### src/rtl/core/vrt_pkg.sv
`timescale 1ns / 1ps
// Shared types and constants for the voxel ray traversal core.
// Used by the controller, datapath and top level under rtl/core; depends on nothing else.
package vrt_pkg;

    // Item mode codes.
    localparam logic MODE_START = 1'b0;
    localparam logic MODE_STEP  = 1'b1;

    // Axis codes.
    localparam logic [1:0] AXIS_X = 2'd0;
    localparam logic [1:0] AXIS_Y = 2'd1;
    localparam logic [1:0] AXIS_Z = 2'd2;

    // Step sign codes.
    localparam logic [1:0] SIGN_NONE = 2'd0;
    localparam logic [1:0] SIGN_POS  = 2'd1;
    localparam logic [1:0] SIGN_NEG  = 2'd3;

    // Ray length limit after reset: 8.0 in unsigned Q16.16.
    localparam logic [31:0] MAXD_RESET = 32'd524288;

    // Square root: one result bit per iteration over a 64-bit radicand.
    localparam logic [63:0] SQRT_BIT_INIT = 64'h4000_0000_0000_0000;
    localparam logic [4:0]  SQRT_LAST     = 5'd31;

    // Input transaction.
    typedef struct packed {
        logic               mode;
        logic signed [31:0] start_x;
        logic signed [31:0] start_y;
        logic signed [31:0] start_z;
        logic signed [31:0] dir_x;
        logic signed [31:0] dir_y;
        logic signed [31:0] dir_z;
    } vrt_in_t;

    // Result transaction.
    typedef struct packed {
        logic signed [15:0] voxel_x;
        logic signed [15:0] voxel_y;
        logic signed [15:0] voxel_z;
        logic signed [31:0] hit_x;
        logic signed [31:0] hit_y;
        logic signed [31:0] hit_z;
        logic [31:0]        travelled;
        logic [1:0]         axis_stepped;
        logic               reached_limit;
        logic               exhausted;
    } vrt_out_t;

    // Controller states.
    typedef enum logic [4:0] {
        ST_IDLE,
        ST_SQ_MUL,
        ST_SQ_ACC,
        ST_SQRT,
        ST_AX_CHECK,
        ST_DIV_U_GO,
        ST_DIV_U_WAIT,
        ST_DIV_W_GO,
        ST_DIV_W_WAIT,
        ST_BND_MUL,
        ST_BND_SET,
        ST_AX_NEXT,
        ST_FINISH,
        ST_STEP,
        ST_HIT_MUL,
        ST_HIT_ADD,
        ST_RESULT
    } vrt_state_t;

    // Commands from the controller to the datapath.
    typedef struct packed {
        logic       cap_start;
        logic       sq_mul;
        logic       sq_acc;
        logic       sqrt_iter;
        logic       set_zero;
        logic       div_start;
        logic       div_w_sel;
        logic       u_load;
        logic       w_load;
        logic       bnd_mul;
        logic       bnd_set;
        logic       finish;
        logic       step_eval;
        logic       hit_mul;
        logic       hit_add;
        logic       out_load;
        logic [1:0] axis;
    } vrt_cmd_t;

    // Status from the datapath to the controller.
    typedef struct packed {
        logic div_done;
        logic axis_zero;
        logic out_busy;
    } vrt_sts_t;

endpackage

### src/rtl/core/vrt_ctrl.sv
`timescale 1ns / 1ps
// Controller state machine that sequences ray setup and voxel steps.
// Depends on vrt_pkg; drives the datapath through vrt_cmd_t.
module vrt_ctrl
    import vrt_pkg::*;
(
    input  logic     aclk,
    input  logic     aresetn,
    input  logic     s_valid,
    input  logic     in_mode,
    output logic     s_ready,
    input  vrt_sts_t sts,
    output vrt_cmd_t cmd
);
    vrt_state_t state_reg, state_next;
    logic [1:0] ax_reg, ax_next;
    logic [4:0] cnt_reg, cnt_next;
    logic       ax_last;

    assign ax_last = (ax_reg == AXIS_Z);

    // Next state.
    always_comb begin
        state_next = state_reg;
        case (state_reg)
            ST_IDLE: begin
                if (s_valid) begin
                    state_next = (in_mode == MODE_START) ? ST_SQ_MUL : ST_STEP;
                end
            end
            ST_SQ_MUL:     state_next = ST_SQ_ACC;
            ST_SQ_ACC:     state_next = ax_last ? ST_SQRT : ST_SQ_MUL;
            ST_SQRT:       state_next = (cnt_reg == SQRT_LAST) ? ST_AX_CHECK : ST_SQRT;
            ST_AX_CHECK:   state_next = sts.axis_zero ? ST_AX_NEXT : ST_DIV_U_GO;
            ST_DIV_U_GO:   state_next = ST_DIV_U_WAIT;
            ST_DIV_U_WAIT: state_next = sts.div_done ? ST_DIV_W_GO : ST_DIV_U_WAIT;
            ST_DIV_W_GO:   state_next = ST_DIV_W_WAIT;
            ST_DIV_W_WAIT: state_next = sts.div_done ? ST_BND_MUL : ST_DIV_W_WAIT;
            ST_BND_MUL:    state_next = ST_BND_SET;
            ST_BND_SET:    state_next = ST_AX_NEXT;
            ST_AX_NEXT:    state_next = ax_last ? ST_FINISH : ST_AX_CHECK;
            ST_FINISH:     state_next = ST_IDLE;
            ST_STEP:       state_next = ST_HIT_MUL;
            ST_HIT_MUL:    state_next = ST_HIT_ADD;
            ST_HIT_ADD:    state_next = ax_last ? ST_RESULT : ST_HIT_MUL;
            ST_RESULT:     state_next = sts.out_busy ? ST_RESULT : ST_IDLE;
            default:       state_next = ST_IDLE;
        endcase
    end

    // Axis and iteration counters.
    always_comb begin
        ax_next  = ax_reg;
        cnt_next = cnt_reg;
        case (state_reg)
            ST_IDLE: begin
                ax_next  = AXIS_X;
                cnt_next = '0;
            end
            ST_SQ_ACC, ST_AX_NEXT, ST_HIT_ADD: begin
                ax_next = ax_last ? AXIS_X : (ax_reg + 2'd1);
            end
            ST_SQRT:  cnt_next = cnt_reg + 5'd1;
            default: begin
                ax_next = ax_reg;
            end
        endcase
    end

    // Outputs.
    always_comb begin
        cmd      = '0;
        cmd.axis = ax_reg;
        s_ready  = 1'b0;
        case (state_reg)
            ST_IDLE: begin
                s_ready       = 1'b1;
                cmd.cap_start = s_valid && (in_mode == MODE_START);
            end
            ST_SQ_MUL:     cmd.sq_mul = 1'b1;
            ST_SQ_ACC:     cmd.sq_acc = 1'b1;
            ST_SQRT:       cmd.sqrt_iter = 1'b1;
            ST_AX_CHECK:   cmd.set_zero = sts.axis_zero;
            ST_DIV_U_GO:   cmd.div_start = 1'b1;
            ST_DIV_U_WAIT: cmd.u_load = sts.div_done;
            ST_DIV_W_GO: begin
                cmd.div_start = 1'b1;
                cmd.div_w_sel = 1'b1;
            end
            ST_DIV_W_WAIT: cmd.w_load = sts.div_done;
            ST_BND_MUL:    cmd.bnd_mul = 1'b1;
            ST_BND_SET:    cmd.bnd_set = 1'b1;
            ST_FINISH:     cmd.finish = 1'b1;
            ST_STEP:       cmd.step_eval = 1'b1;
            ST_HIT_MUL:    cmd.hit_mul = 1'b1;
            ST_HIT_ADD:    cmd.hit_add = 1'b1;
            ST_RESULT:     cmd.out_load = !sts.out_busy;
            default: begin
                s_ready = 1'b0;
            end
        endcase
    end

    always_ff @(posedge aclk) begin
        if (!aresetn) begin
            state_reg <= ST_IDLE;
            ax_reg    <= AXIS_X;
            cnt_reg   <= '0;
        end else begin
            state_reg <= state_next;
            ax_reg    <= ax_next;
            cnt_reg   <= cnt_next;
        end
    end

endmodule

### config.mk
export PLATFORM = sky130hd
export DESIGN_NAME = vrt_ctrl
export DESIGN_NICKNAME = d
export VERILOG_FILES = /design/src/rtl/core/vrt_pkg.sv /design/src/rtl/core/vrt_ctrl.sv
export SDC_FILE = /design/constraint.sdc
export NUM_CORES = 1
export LEC_CHECK = 0
export ABC_CLOCK_PERIOD_IN_PS = 1400
export BUFFER_PORTS_ARGS = -buffer_cell sky130_fd_sc_hd__buf_2
export CELL_PAD_IN_SITES_DETAIL_PLACEMENT = 0
export CELL_PAD_IN_SITES_GLOBAL_PLACEMENT = 1
export CORE_UTILIZATION = 32
export CTS_CLUSTER_SIZE = 14
export DETAILED_ROUTE_END_ITERATION = 10
export MAX_ROUTING_LAYER = met4
export PLACE_DENSITY = 0.72
export RECOVER_POWER = 100
export SLEW_MARGIN = 20
export SYNTH_ARGS = -nofsm -noshare
export SYNTH_HDL_FRONTEND = slang
export SYNTH_SLANG_ARGS = --single-unit
### constraint.sdc
create_clock -name aclk -period 1.4 [get_ports aclk]
set_input_delay 0.07 -clock aclk [delete_from_list [all_inputs] [get_ports aclk]]
set_output_delay 0.07 -clock aclk [all_outputs]
set_load 0.005 [all_outputs]
# Word-level counts from Yosys, hierarchy flattened
# Cells that the tools add are included.
[totals]
ff_bits = 12
inputBits = 7
out_inout_bits = 19
[classes]
addsub = 2
eq_ne = 19
n_mux = 31
bitwise_logic = 1
reduce_logical = 7
[op_table]
columns = ["cell", "n"]
rows = [
  ["$pmux 5 s16", 1],
  ["$eq 5x4->1 const B", 8],
  ["$eq 5x3->1 const B", 4],
  ["$mux 1", 19],
  ["$mux 5", 3],
  ["$mux 4", 3],
  ["$eq 5x2->1 const B", 2],
  ["$eq 5x5->1 const B", 2],
  ["$pmux 5 s2", 1],
  ["$add 5x1->5 const B", 1],
  ["$eq 5x1->1 const B", 1],
  ["$logic_not 5->1", 1],
  ["$mux 2", 2],
  ["$pmux 2 s2", 1],
  ["$reduce_bool 2->1", 2],
  ["$mux 3", 1],
  ["$reduce_or 3->1", 1],
  ["$add 2x1->2 const B", 1],
  ["$eq 2x2->1 const B", 1],
  ["$ne 2x2->1 const B", 1],
  ["$reduce_or 2->1", 1],
  ["$logic_and 1x1->1", 1],
  ["$logic_not 1->1", 1],
  ["$not 1->1", 1],
]

# Depth between registers and ports, before layout
# Gate-level depths: netlist of run 1.
[depth]
ltp_word = 3
depth_mapped = 6

# Worst setup path after synthesis of run 1
# Ideal clock, no wire load.
[synth_path]
path_type = "reg2reg"
start = "register state_reg[4]"
end = "register cnt_reg[4]"
setup_ps = 118
arrival_ps = 1212
required_time_ps = 1282
setup_slack_ps = 70
path_stages_with_launch = 6
path_buffers = 1
path_cell_list = "dfxtp_1 -> or3b_1 -> buf_2 -> a2bb2oi_1 -> a22oi_1 -> nor2b_1"
[synth_via]
elab_chain_cells = 2
word_cells_on_any_way = 4
classes_between = "1 x eq/ne; 1 x mux; 2 x reduce/logical"
[synth_rtl]
columns = ["element", "line", "text"]
rows = [
  ["start, declared", "vrt_ctrl.sv:15", "vrt_state_t state_reg, state_next;"],
  ["start signal, assigned", "vrt_ctrl.sv:110", "state_reg <= state_next;"],
  ["$eq 5x2->1 / $logic_not 5->1 (equally long branches)", "vrt_ctrl.sv:55", "case (state_reg)"],
  ["$pmux 5 s2 / $reduce_bool 2->1 (equally long branches)", "n/a", ""],
  ["end signal, assigned", "vrt_ctrl.sv:112", "cnt_reg <= cnt_next;"],
  ["end, declared", "vrt_ctrl.sv:17", "logic [4:0] cnt_reg, cnt_next;"],
]
# Parallel ways exist; a longest one is shown, timed or not.
# A chain may end at the register's enable or synchronous reset.

==> results of run 1 <==
## timing repair
item / CTS / global route
setup endpoints to repair: 27 / 29
buffers inserted: 3 / 9
pin swaps: 6 / 7
resized for setup: 15 / 36
## cell families (layout without fill, tap and decap cells)
group | after synthesis | in the layout | synth area share (%)
adders and majority gates | 2 | 2 | 2.79
and+or+nand+nor | 60 | 60 | 38.4
buffers and inverters | 12 | 70 | 6.55
DFF | 12 | 12 | 26.8
AOI/OAI and AO/OA | 35 | 35 | 25.5
## critical path, cell delays in order (launching register included)
cell     delay, ns
dfxtp_2       0.34
buf_6         0.12
or3_4         0.32
buf_4         0.14
nor4b_2       0.18
buf_2         0.15
## power groups by stage
stage / clock, mW / combinational [mW] / sequential [mW]
after CTS: 0.285 / 1.66 / 0.515
after global routing: 0.304 / 2.31 / 0.569
after floorplan: 0 / 0.878 / 0.473
final: 0.277 / 2.16 / 0.557
after global placement: 0 / 1.47 / 0.505
after detailed placement: 0 / 1.46 / 0.509
## worst max-delay path by stage
stage / end / cells after the start
finish: cmd[2] / 5
global route: cmd[2] / 5
CTS: cmd[2] / 5
detailed placement: state_reg[3] / 5
global placement: state_reg[3] / 5
floorplan: cnt_reg[4] / 5
## cells in the final DEF, fill, tap and decap left out, drive strengths merged, types with 3 or more instances in the layout
cell and count:
a21oi 9, a31oi 3, and3 3, buf 61
clkbuf 5, dfxtp 12, inv 4, nand2 5
nand2b 4, nand3 4, nand3b 3, nor2 12
nor2b 6, nor3 9, nor3b 3, o21ai 8
or3 4
## metal layers
metal	global-route usage [%]	up-vias	wire [um]
li1	-	561	-
met1	24.7	528	1270
met2	32.5	23	1470
met3	2.46	8	93
met4	6.25	0	100
met5	-	-	0
## final cells by class
| cell class | instances | share of cell area [%] |
|---|---|---|
| multi-input combinational | 97 | 48.3 |
| timing repair buffer | 62 | 29.2 |
| sequential | 12 | 16.7 |
| tap | 30 | 2.46 |
| clock buffer | 4 | 2.38 |
| inverter | 4 | 0.985 |
## metrics by stage
step	hold WS (ns)	TNS, ns
finish	0.0935	-2.04
global route	0.0996	-3.81
CTS	0.0927	-1.88
detailed placement	0.380	-0.242
global placement	0.379	-0.0510
floorplan	0.173	0
==> flow_summary.json, run 1 <==
{
  "status": "finished with violations",
  "violations": "setup timing",
  "numCtsBuffers": 3,
  "critPathLaunchType": "flip-flop",
  "synth_warnings": 0,
  "post-route-period-util_pct": 114,
  "leakagePower_nw": 0.650,
  "crit_type": "reg -> out",
  "r2r_slack_ns": -0.15,
  "htree_levels": 1,
  "synthCells": 121,
  "syn-cell-area_sq_um": 897,
  "setup_violations": 22,
  "die_x_um": 54.9,
  "dp_cells": 193,
  "final_hold_viol_count": 0,
  "num_io_pins": 26,
  "crit_arrival_ns": 1.53,
  "worstPathRequired_ns": 1.33,
  "slew-limit-headroom_pct": 78.4,
  "syn2layout_area_growth_pct": 69.9,
  "max_cap_viol_count": 0,
  "synth_cell_types": 38,
  "drt_pre_antenna_iters": 4,
  "grt_use_total_pct": 19.6,
  "drt-total-wl_mm": 2.94,
  "first_iter_violations": 26,
  "synth_edf_count": 0,
  "clkSlewWorstSetupHoldPaths_ns": 0.07,
  "hpwl_mm": 1.90,
  "power_density_nw_per_um2": 1960,
  "clk_latency_ns": 0.27,
  "p_int_mw": 1.72,
  "portBuffers": 25,
  "vias": 1120,
  "num_rows": 18,
  "cp_max_fo": 5,
  "pre_cts_slack_ns": -0.0712,
  "clkPwrFrac_pct": 9.3,
  "nFillCells": 232,
  "rsz0062_at_grt": "true",
  "p_total_mw": 2.99,
  "ant_nets": 0,
  "synth.area.top_cells": "dfxtp_1 (27%), a21oi_1 (5.0%), nor3_1 (5.0%)",
  "globalplace.congestion": 0.863,
  "reg2reg_depth": 6,
  "worstMarginPinSlew_ns": 0.322,
  "cp-end-kind": "output port",
  "r2r-end": "state_reg[3]",
  "r2r-start": "state_reg[1]",
  "synth_top_area_share_pct": 26.8,
  "cts_buffer_depth": 2,
  "clock-sinks": 12,
  "grt_pass1_vias": 931,
  "yosysMostFrequentCell": "dfxtp_1",
  "fin_area_sq_um": 1520,
  "synth_flop_cell": "dfxtp_1",
  "max_freq_mhz": 626,
  "die_h_um": 54.9,
  "wire_per_inst_um": 14.0,
  "layout.nets": 189,
  "tritoncts": "done",
  "diodes": 0,
  "instances_no_fill": 209,
  "seqPwrFrac_pct": 18.6,
  "grt_pass1_wl_mm": 4.12,
  "dpl-instance-area_sq_um": 1200,
  "synth_top_area_cell": "dfxtp_1",
  "seqCellArea_sq_um": 254,
  "drive_above_1_share_pct": 53.1,
  "whs_path_depth": 2,
  "holdBufCountCts": 0,
  "synth_nets": 130,
  "dieArea_sq_um": 3020,
  "vdd_drop_max_mv": 1.13,
  "power_frac_comb_pct": 72.1,
  "coreArea_sq_um": 2570,
  "ctsRootBufferMaster": "clkbuf_4",
  "skew_ns": 0.000508,
  "synthArstFlopShare_pct": 0,
  "min-delay-start": "aresetn",
  "yosysSeqAreaShare_pct": 26.8,
  "p_sw_share_pct": 42.5,
  "fin_util_pct": 59.4,
  "crit_start": "state_reg[1]",
  "power.net_switching_mw": 1.27,
  "vias_per_cell": 5.36,
  "post-route-min-period_ns": 1.60,
  "drc_errors": 0,
  "worstHoldPathType": "in -> reg",
  "drv_slew": 0,
  "syn_avg_cell_area_sq_um": 7.41,
  "setup_slack_ns": -0.198,
  "grt_max_degree": 11,
  "netlist_top_cells_count": "dfxtp_1 (12), nor2_1 (10), a21oi_1 (9), nor3_1 (9), nor2b_1 (6)",
  "multi_input_comb_area_sq_um": 736,
  "min_to": "ax_reg[1]",
  "grt_remaining_overflow": 0,
  "antenna_found_initial": 0,
  "start_util_pct": 34.9,
  "synth-seq-cells": 12
}
Power figures use the tool's default switching activity.
==> inputs of run 2 (changes only) <==
Settings changed: CTS_BUF_LIST set to sky130_fd_sc_hd__clkbuf_16, GPL_TIMING_DRIVEN set to 0.
==> run 2 against run 1 <==
Effect of this change:
- die area is the same
- routed wire length shrank 3.0%
- the flow still finishes with violations (setup timing)
- via count down 7.0%
- worst hold slack better by 0.036 ns
- largest cell class unchanged
- critical path type unchanged
- final cell count down 9.6%
- critical path depth is the same
- sequential share of layout area is 1.9 points higher
- total power is 7.5% lower
- utilization shrank 6.7 points
==> flow_summary.json, run 2 (same netlist as run 1, synthesis figures left out) <==
{
  "ant_nets": 0,
  "seqCellArea_sq_um": 251,
  "endpoint": "cmd[9]",
  "tritoncts": "done",
  "status": "finished with violations",
  "layout.nets": 170,
  "r2r-start": "state_reg[3]",
  "dpl-instance-area_sq_um": 1060,
  "numCtsBuffers": 3,
  "most-common-layout-cells": "buf_2 (25), buf_4 (13), nor2_1 (9), a21oi_1 (7), dfxtp_1 (7)",
  "drc_errors": 0,
  "max_freq_mhz": 666,
  "grt_remaining_overflow": 0,
  "r2r-end": "state_reg[2]",
  "reg2reg_depth": 5,
  "multi_input_comb_area_sq_um": 686,
  "dieArea_sq_um": 3020,
  "clock-sinks": 12,
  "syn2layout_area_growth_pct": 50.6,
  "vias_per_cell": 5.51,
  "crit_arrival_ns": 1.43,
  "first_iter_violations": 28,
  "htree_levels": 1,
  "crit_type": "reg -> out",
  "nFillCells": 266,
  "grt_pass1_vias": 936,
  "post-route-min-period_ns": 1.50,
  "start_util_pct": 34.9,
  "crit_start": "state_reg[1]",
  "grt_max_degree": 11,
  "die_x_um": 54.9,
  "portBuffers": 25,
  "setup_violations": 16,
  "critPathLaunchType": "flip-flop",
  "grt_pass1_wl_mm": 4.40,
  "setup_slack_ns": -0.102,
  "rsz0062_at_grt": "true",
  "clk_latency_ns": 0.24,
  "leakagePower_nw": 0.568,
  "globalplace.congestion": 0.907,
  "power_frac_comb_pct": 62.2,
  "post-route-period-util_pct": 107,
  "num_rows": 18,
  "skew_ns": 0.00240,
  "fin_util_pct": 52.6,
  "violations": "setup timing",
  "seqPwrFrac_pct": 19.3,
  "grt_use_total_pct": 21.3,
  "setup_tns_ns": -0.650,
  "vdd_drop_max_mv": 1.13,
  "max_cap_viol_count": 0,
  "power.net_switching_mw": 1.18,
  "drv_slew": 0,
  "wire_per_inst_um": 15.1,
  "p_sw_share_pct": 42.7,
  "fin_area_sq_um": 1350,
  "worstHoldPathType": "in -> reg",
  "final_common_cell": "buf_2",
  "cp-end-kind": "output port",
  "ctsRootBufferMaster": "clkbuf_16",
  "hpwl_mm": 1.86,
  "drt-total-wl_mm": 2.85,
  "p_int_mw": 1.58,
  "drt_pre_antenna_iters": 4,
  "drive_above_1_share_pct": 44.7,
  "diodes": 0,
  "num_io_pins": 26,
  "clkPwrFrac_pct": 18.5,
  "worstMarginPinSlew_ns": 0.363,
  "final_hold_viol_count": 0,
  "antenna_found_initial": 0,
  "worstPathRequired_ns": 1.33,
  "clkSlewWorstSetupHoldPaths_ns": 0.04,
  "power_density_nw_per_um2": 2050,
  "r2r_slack_ns": -0.09,
  "vias": 1042,
  "cts_buffer_depth": 2,
  "cp_max_fo": 4,
  "die_h_um": 54.9,
  "slew-limit-headroom_pct": 75.8,
  "coreArea_sq_um": 2570
}
run 2: power groups by stage:
stage / clock network [mW] / logic, mW / registers [mW]
2_1_floorplan: 0 / 0.878 / 0.473
3_3_place_gp: 0 / 1.20 / 0.491
3_5_place_dp: 0 / 1.21 / 0.494
4_1_cts: 0.521 / 1.62 / 0.520
5_1_grt: 0.525 / 1.86 / 0.543
6_report: 0.512 / 1.72 / 0.534
run 2: layer usage:
metal  global-route usage (%)  share of wire [%]  vias to the layer above
met1                     26.2                 45                      496
met5                        -                  0                        -
met4                     6.25                1.3                        0
met3                     2.46                2.8                        5
met2                     36.3                 51                       21
li1                         -                  -                      520
run 2: cell type report:
| type | instances | share of cell area, % |
|---|---|---|
| Multi-Input combinational cell | 97 | 50.7 |
| Timing Repair Buffer | 35 | 14.8 |
| Buffer | 8 | 6.39 |
| Inverter | 4 | 1.11 |
| Clock buffer | 3 | 5.56 |
| Sequential cell | 12 | 18.6 |
| Tap cell | 30 | 2.78 |
run 2: what timing repair did:
item / in CTS / in global routing
hold endpoints to repair: 0 / 0
resized for setup: 34 / 9
pin swaps: 8 / 8
buffers inserted: 8 / 2
setup endpoints to repair: 27 / 26
hold buffers: 0 / 0
run 2: worst max-delay path, cell delays in order, from the launching register on:
cell       delay, ns
dfxtp_2         0.33
buf_6           0.13
clkbuf_16       0.14
or3_4           0.34
nor3_2          0.11
buf_2           0.13
run 2: how the worst min path moves through the flow:
stage | cells past startpoint | startpoint | slack [ns] | to
6_report | 3 | sts[0] | 0.13 | state_reg[4]
5_1_grt | 3 | sts[0] | 0.14 | state_reg[4]
4_1_cts | 3 | sts[0] | 0.13 | state_reg[4]
3_5_place_dp | 3 | sts[0] | 0.38 | state_reg[4]
3_3_place_gp | 3 | sts[0] | 0.37 | state_reg[4]
2_1_floorplan | 1 | in_mode | 0.17 | cmd[17]
run 2: metrics by stage:
step	power, mW	std cells	worst slack, ns	hold slack (ns)
global placement	1.69	176	-0.0936	0.367
detailed placement	1.70	176	-0.114	0.377
CTS	2.66	187	-0.0863	0.126
finish	2.77	189	-0.102	0.130
floorplan	1.35	121	0.0699	0.173
global route	2.93	189	-0.164	0.137
==> inputs of run 3 (changes only) <==
==> constraint.sdc (replaced) <==
create_clock -name aclk -period 1.4 [get_ports aclk]
set_input_delay 0 -clock aclk [delete_from_list [all_inputs] [get_ports aclk]]
set_output_delay 0 -clock aclk [all_outputs]
set_load 0.005 [all_outputs]
==> run 3 against run 2 <==
Effect of this change:
- worst hold slack worse by 0.076 ns
- non-clock buffer count down 3
- register-to-register slack better by 0.08 ns
- utilization down 0.29 points
- worst setup slack better by 0.073 ns
- clock power about the same
- first-iteration DRC count down 36%
- global-route usage down 0.88 points
- sequential power about the same
- final cell count down 1.6%
- sequential share of layout area up 0.48 points
- the flow still finishes with violations (setup timing)
==> flow_summary.json, run 3 (same netlist as run 1, synthesis figures left out) <==
{
  "layout.nets": 167,
  "die_x_um": 54.9,
  "power_density_nw_per_um2": 2070,
  "coreArea_sq_um": 2570,
  "seqPwrFrac_pct": 19.3,
  "pre_cts_slack_ns": -0.114,
  "dp_cells": 176,
  "drt_pre_antenna_iters": 4,
  "drc_errors": 0,
  "portBuffers": 25,
  "path_buf_inv": 3,
  "numCtsBuffers": 3,
  "critPathLaunchType": "flip-flop",
  "power.net_switching_mw": 1.17,
  "setup_tns_ns": -0.0450,
  "grt_use_total_pct": 20.4,
  "drive_above_1_share_pct": 42.3,
  "hpwl_mm": 1.86,
  "p_total_mw": 2.78,
  "final_common_cell": "buf_2",
  "num_rows": 18,
  "first_iter_violations": 18,
  "globalplace.congestion": 0.907,
  "clkSlewWorstSetupHoldPaths_ns": 0.04,
  "dieArea_sq_um": 3020,
  "vias": 1034,
  "setup_violations": 3,
  "max_cap_viol_count": 0,
  "crit_arrival_ns": 1.43,
  "vias_per_cell": 5.56,
  "clock-sinks": 12,
  "crit_type": "reg -> out",
  "skew_ns": 0.00245,
  "worstHoldPathType": "in -> reg",
  "htree_levels": 1,
  "worst_hold_slack_ns": 0.0532,
  "grt_remaining_overflow": 0,
  "ctsRootBufferMaster": "clkbuf_16",
  "num_io_pins": 26,
  "vdd_drop_max_mv": 1.14,
  "power_frac_comb_pct": 62.4,
  "cpMaxStageDelayCell": "or3_4",
  "worstMarginPinSlew_ns": 0.362,
  "antenna_found_initial": 0,
  "path_cells": "buf_6 > clkbuf_16 > or3_4 > nor3_2 > buf_2",
  "drv_slew": 0,
  "post-route-period-util_pct": 102,
  "cts_buffer_depth": 2,
  "start_util_pct": 34.9,
  "cp_max_fo": 4,
  "drt-total-wl_mm": 2.72,
  "setup_slack_ns": -0.0282,
  "cp_slowest_stage_delay_ns": 0.34,
  "clkPwrFrac_pct": 18.3,
  "final_hold_viol_count": 0,
  "die_h_um": 54.9,
  "instances_no_fill": 186,
  "rsz0062_at_grt": "true",
  "grt_max_degree": 11,
  "cp_top_family": "simple AND/OR/NAND/NOR gates",
  "clk_latency_ns": 0.24,
  "leakagePower_nw": 0.532,
  "syn2layout_area_growth_pct": 49.8,
  "most-common-layout-cells": "buf_2 (20), buf_4 (10), nor2_1 (9), nor3_1 (7)",
  "max_freq_mhz": 700,
  "status": "finished with violations",
  "p_int_mw": 1.61,
  "slew-limit-headroom_pct": 75.8,
  "worstPathRequired_ns": 1.40,
  "cp-end-kind": "output port",
  "nFillCells": 249,
  "diodes": 0,
  "post-route-min-period_ns": 1.43,
  "p_sw_share_pct": 42.1,
  "ant_nets": 0,
  "wire_per_inst_um": 14.6,
  "violations": "setup timing",
  "grt_pass1_vias": 909,
  "tritoncts": "done",
  "grt_pass1_wl_mm": 4.22
}
[run 3: cell count changes in the layout (fill, tap and decap cells not counted), moves of 2 or more]
cell | previous run | this run
buf_2 | 25 | 20
nor3_2 | 4 | 1
buf_4 | 13 | 10
clkbuf_1 | 0 | 4
nor3_1 | 4 | 7
dfxtp_1 | 7 | 5
[run 3: tightest hold or removal path, stage by stage]
cell and delay [ns]:
buf_2 0.11, nand4b_1 0.07, a21oi_1 0.06
[run 3: stage by stage]
stage	utilization, %	area, sq um
2_1_floorplan	-	897
3_3_place_gp	41.3	1060
3_5_place_dp	41.3	1060
4_1_cts	49.0	1260
5_1_grt	52.3	1340
6_report	52.3	1340
[run 3: routing by layer]
metal	track usage [%]	vias to the layer above	wire length [um]
met1	24.6	491	1200
met4	6.25	0	37
li1	-	520	-
met2	35.3	18	1400
met3	2.46	5	83
met5	-	-	0
[run 3: layout make-up]
class	count	area [sq um]	share of cell area (%)
inverters	4	15.0	1.12
plain buffers	7	77.6	5.77
well taps	30	37.5	2.79
clock buffers	3	75.1	5.59
multi-input cells	97	694	51.7
repair buffers	33	188	14.0
flip-flops and latches	12	256	19.1
[run 3: timing repair]
| action | CTS | global route |
|---|---|---|
| hold buffers | 0 | 0 |
| resized for setup | 27 | 24 |
| buffers inserted | 4 | 4 |
| endpoints found under the setup margin | 24 | 20 |
| pin swaps | 4 | 5 |
[run 3: power by group through the flow]
| stage | clock network [mW] | registers (mW) | logic (mW) |
|---|---|---|---|
| after global placement | 0 | 0.491 | 1.20 |
| final | 0.509 | 0.535 | 1.73 |
| after CTS | 0.521 | 0.517 | 1.53 |
| after global routing | 0.524 | 0.544 | 1.89 |
| after detailed placement | 0 | 0.494 | 1.21 |
| after floorplan | 0 | 0.473 | 0.878 |
[run 3: final timing paths]
check	start	end	slack [ns]	depth (start not counted)
max	state_reg[1]	cmd[9]	-0.03	5
min	sts[0]	state_reg[4]	0.05	3
max reg2reg	state_reg[0]	state_reg[3]	-0.01	4
min reg2reg	cnt_reg[3]	cnt_reg[3]	0.47	1
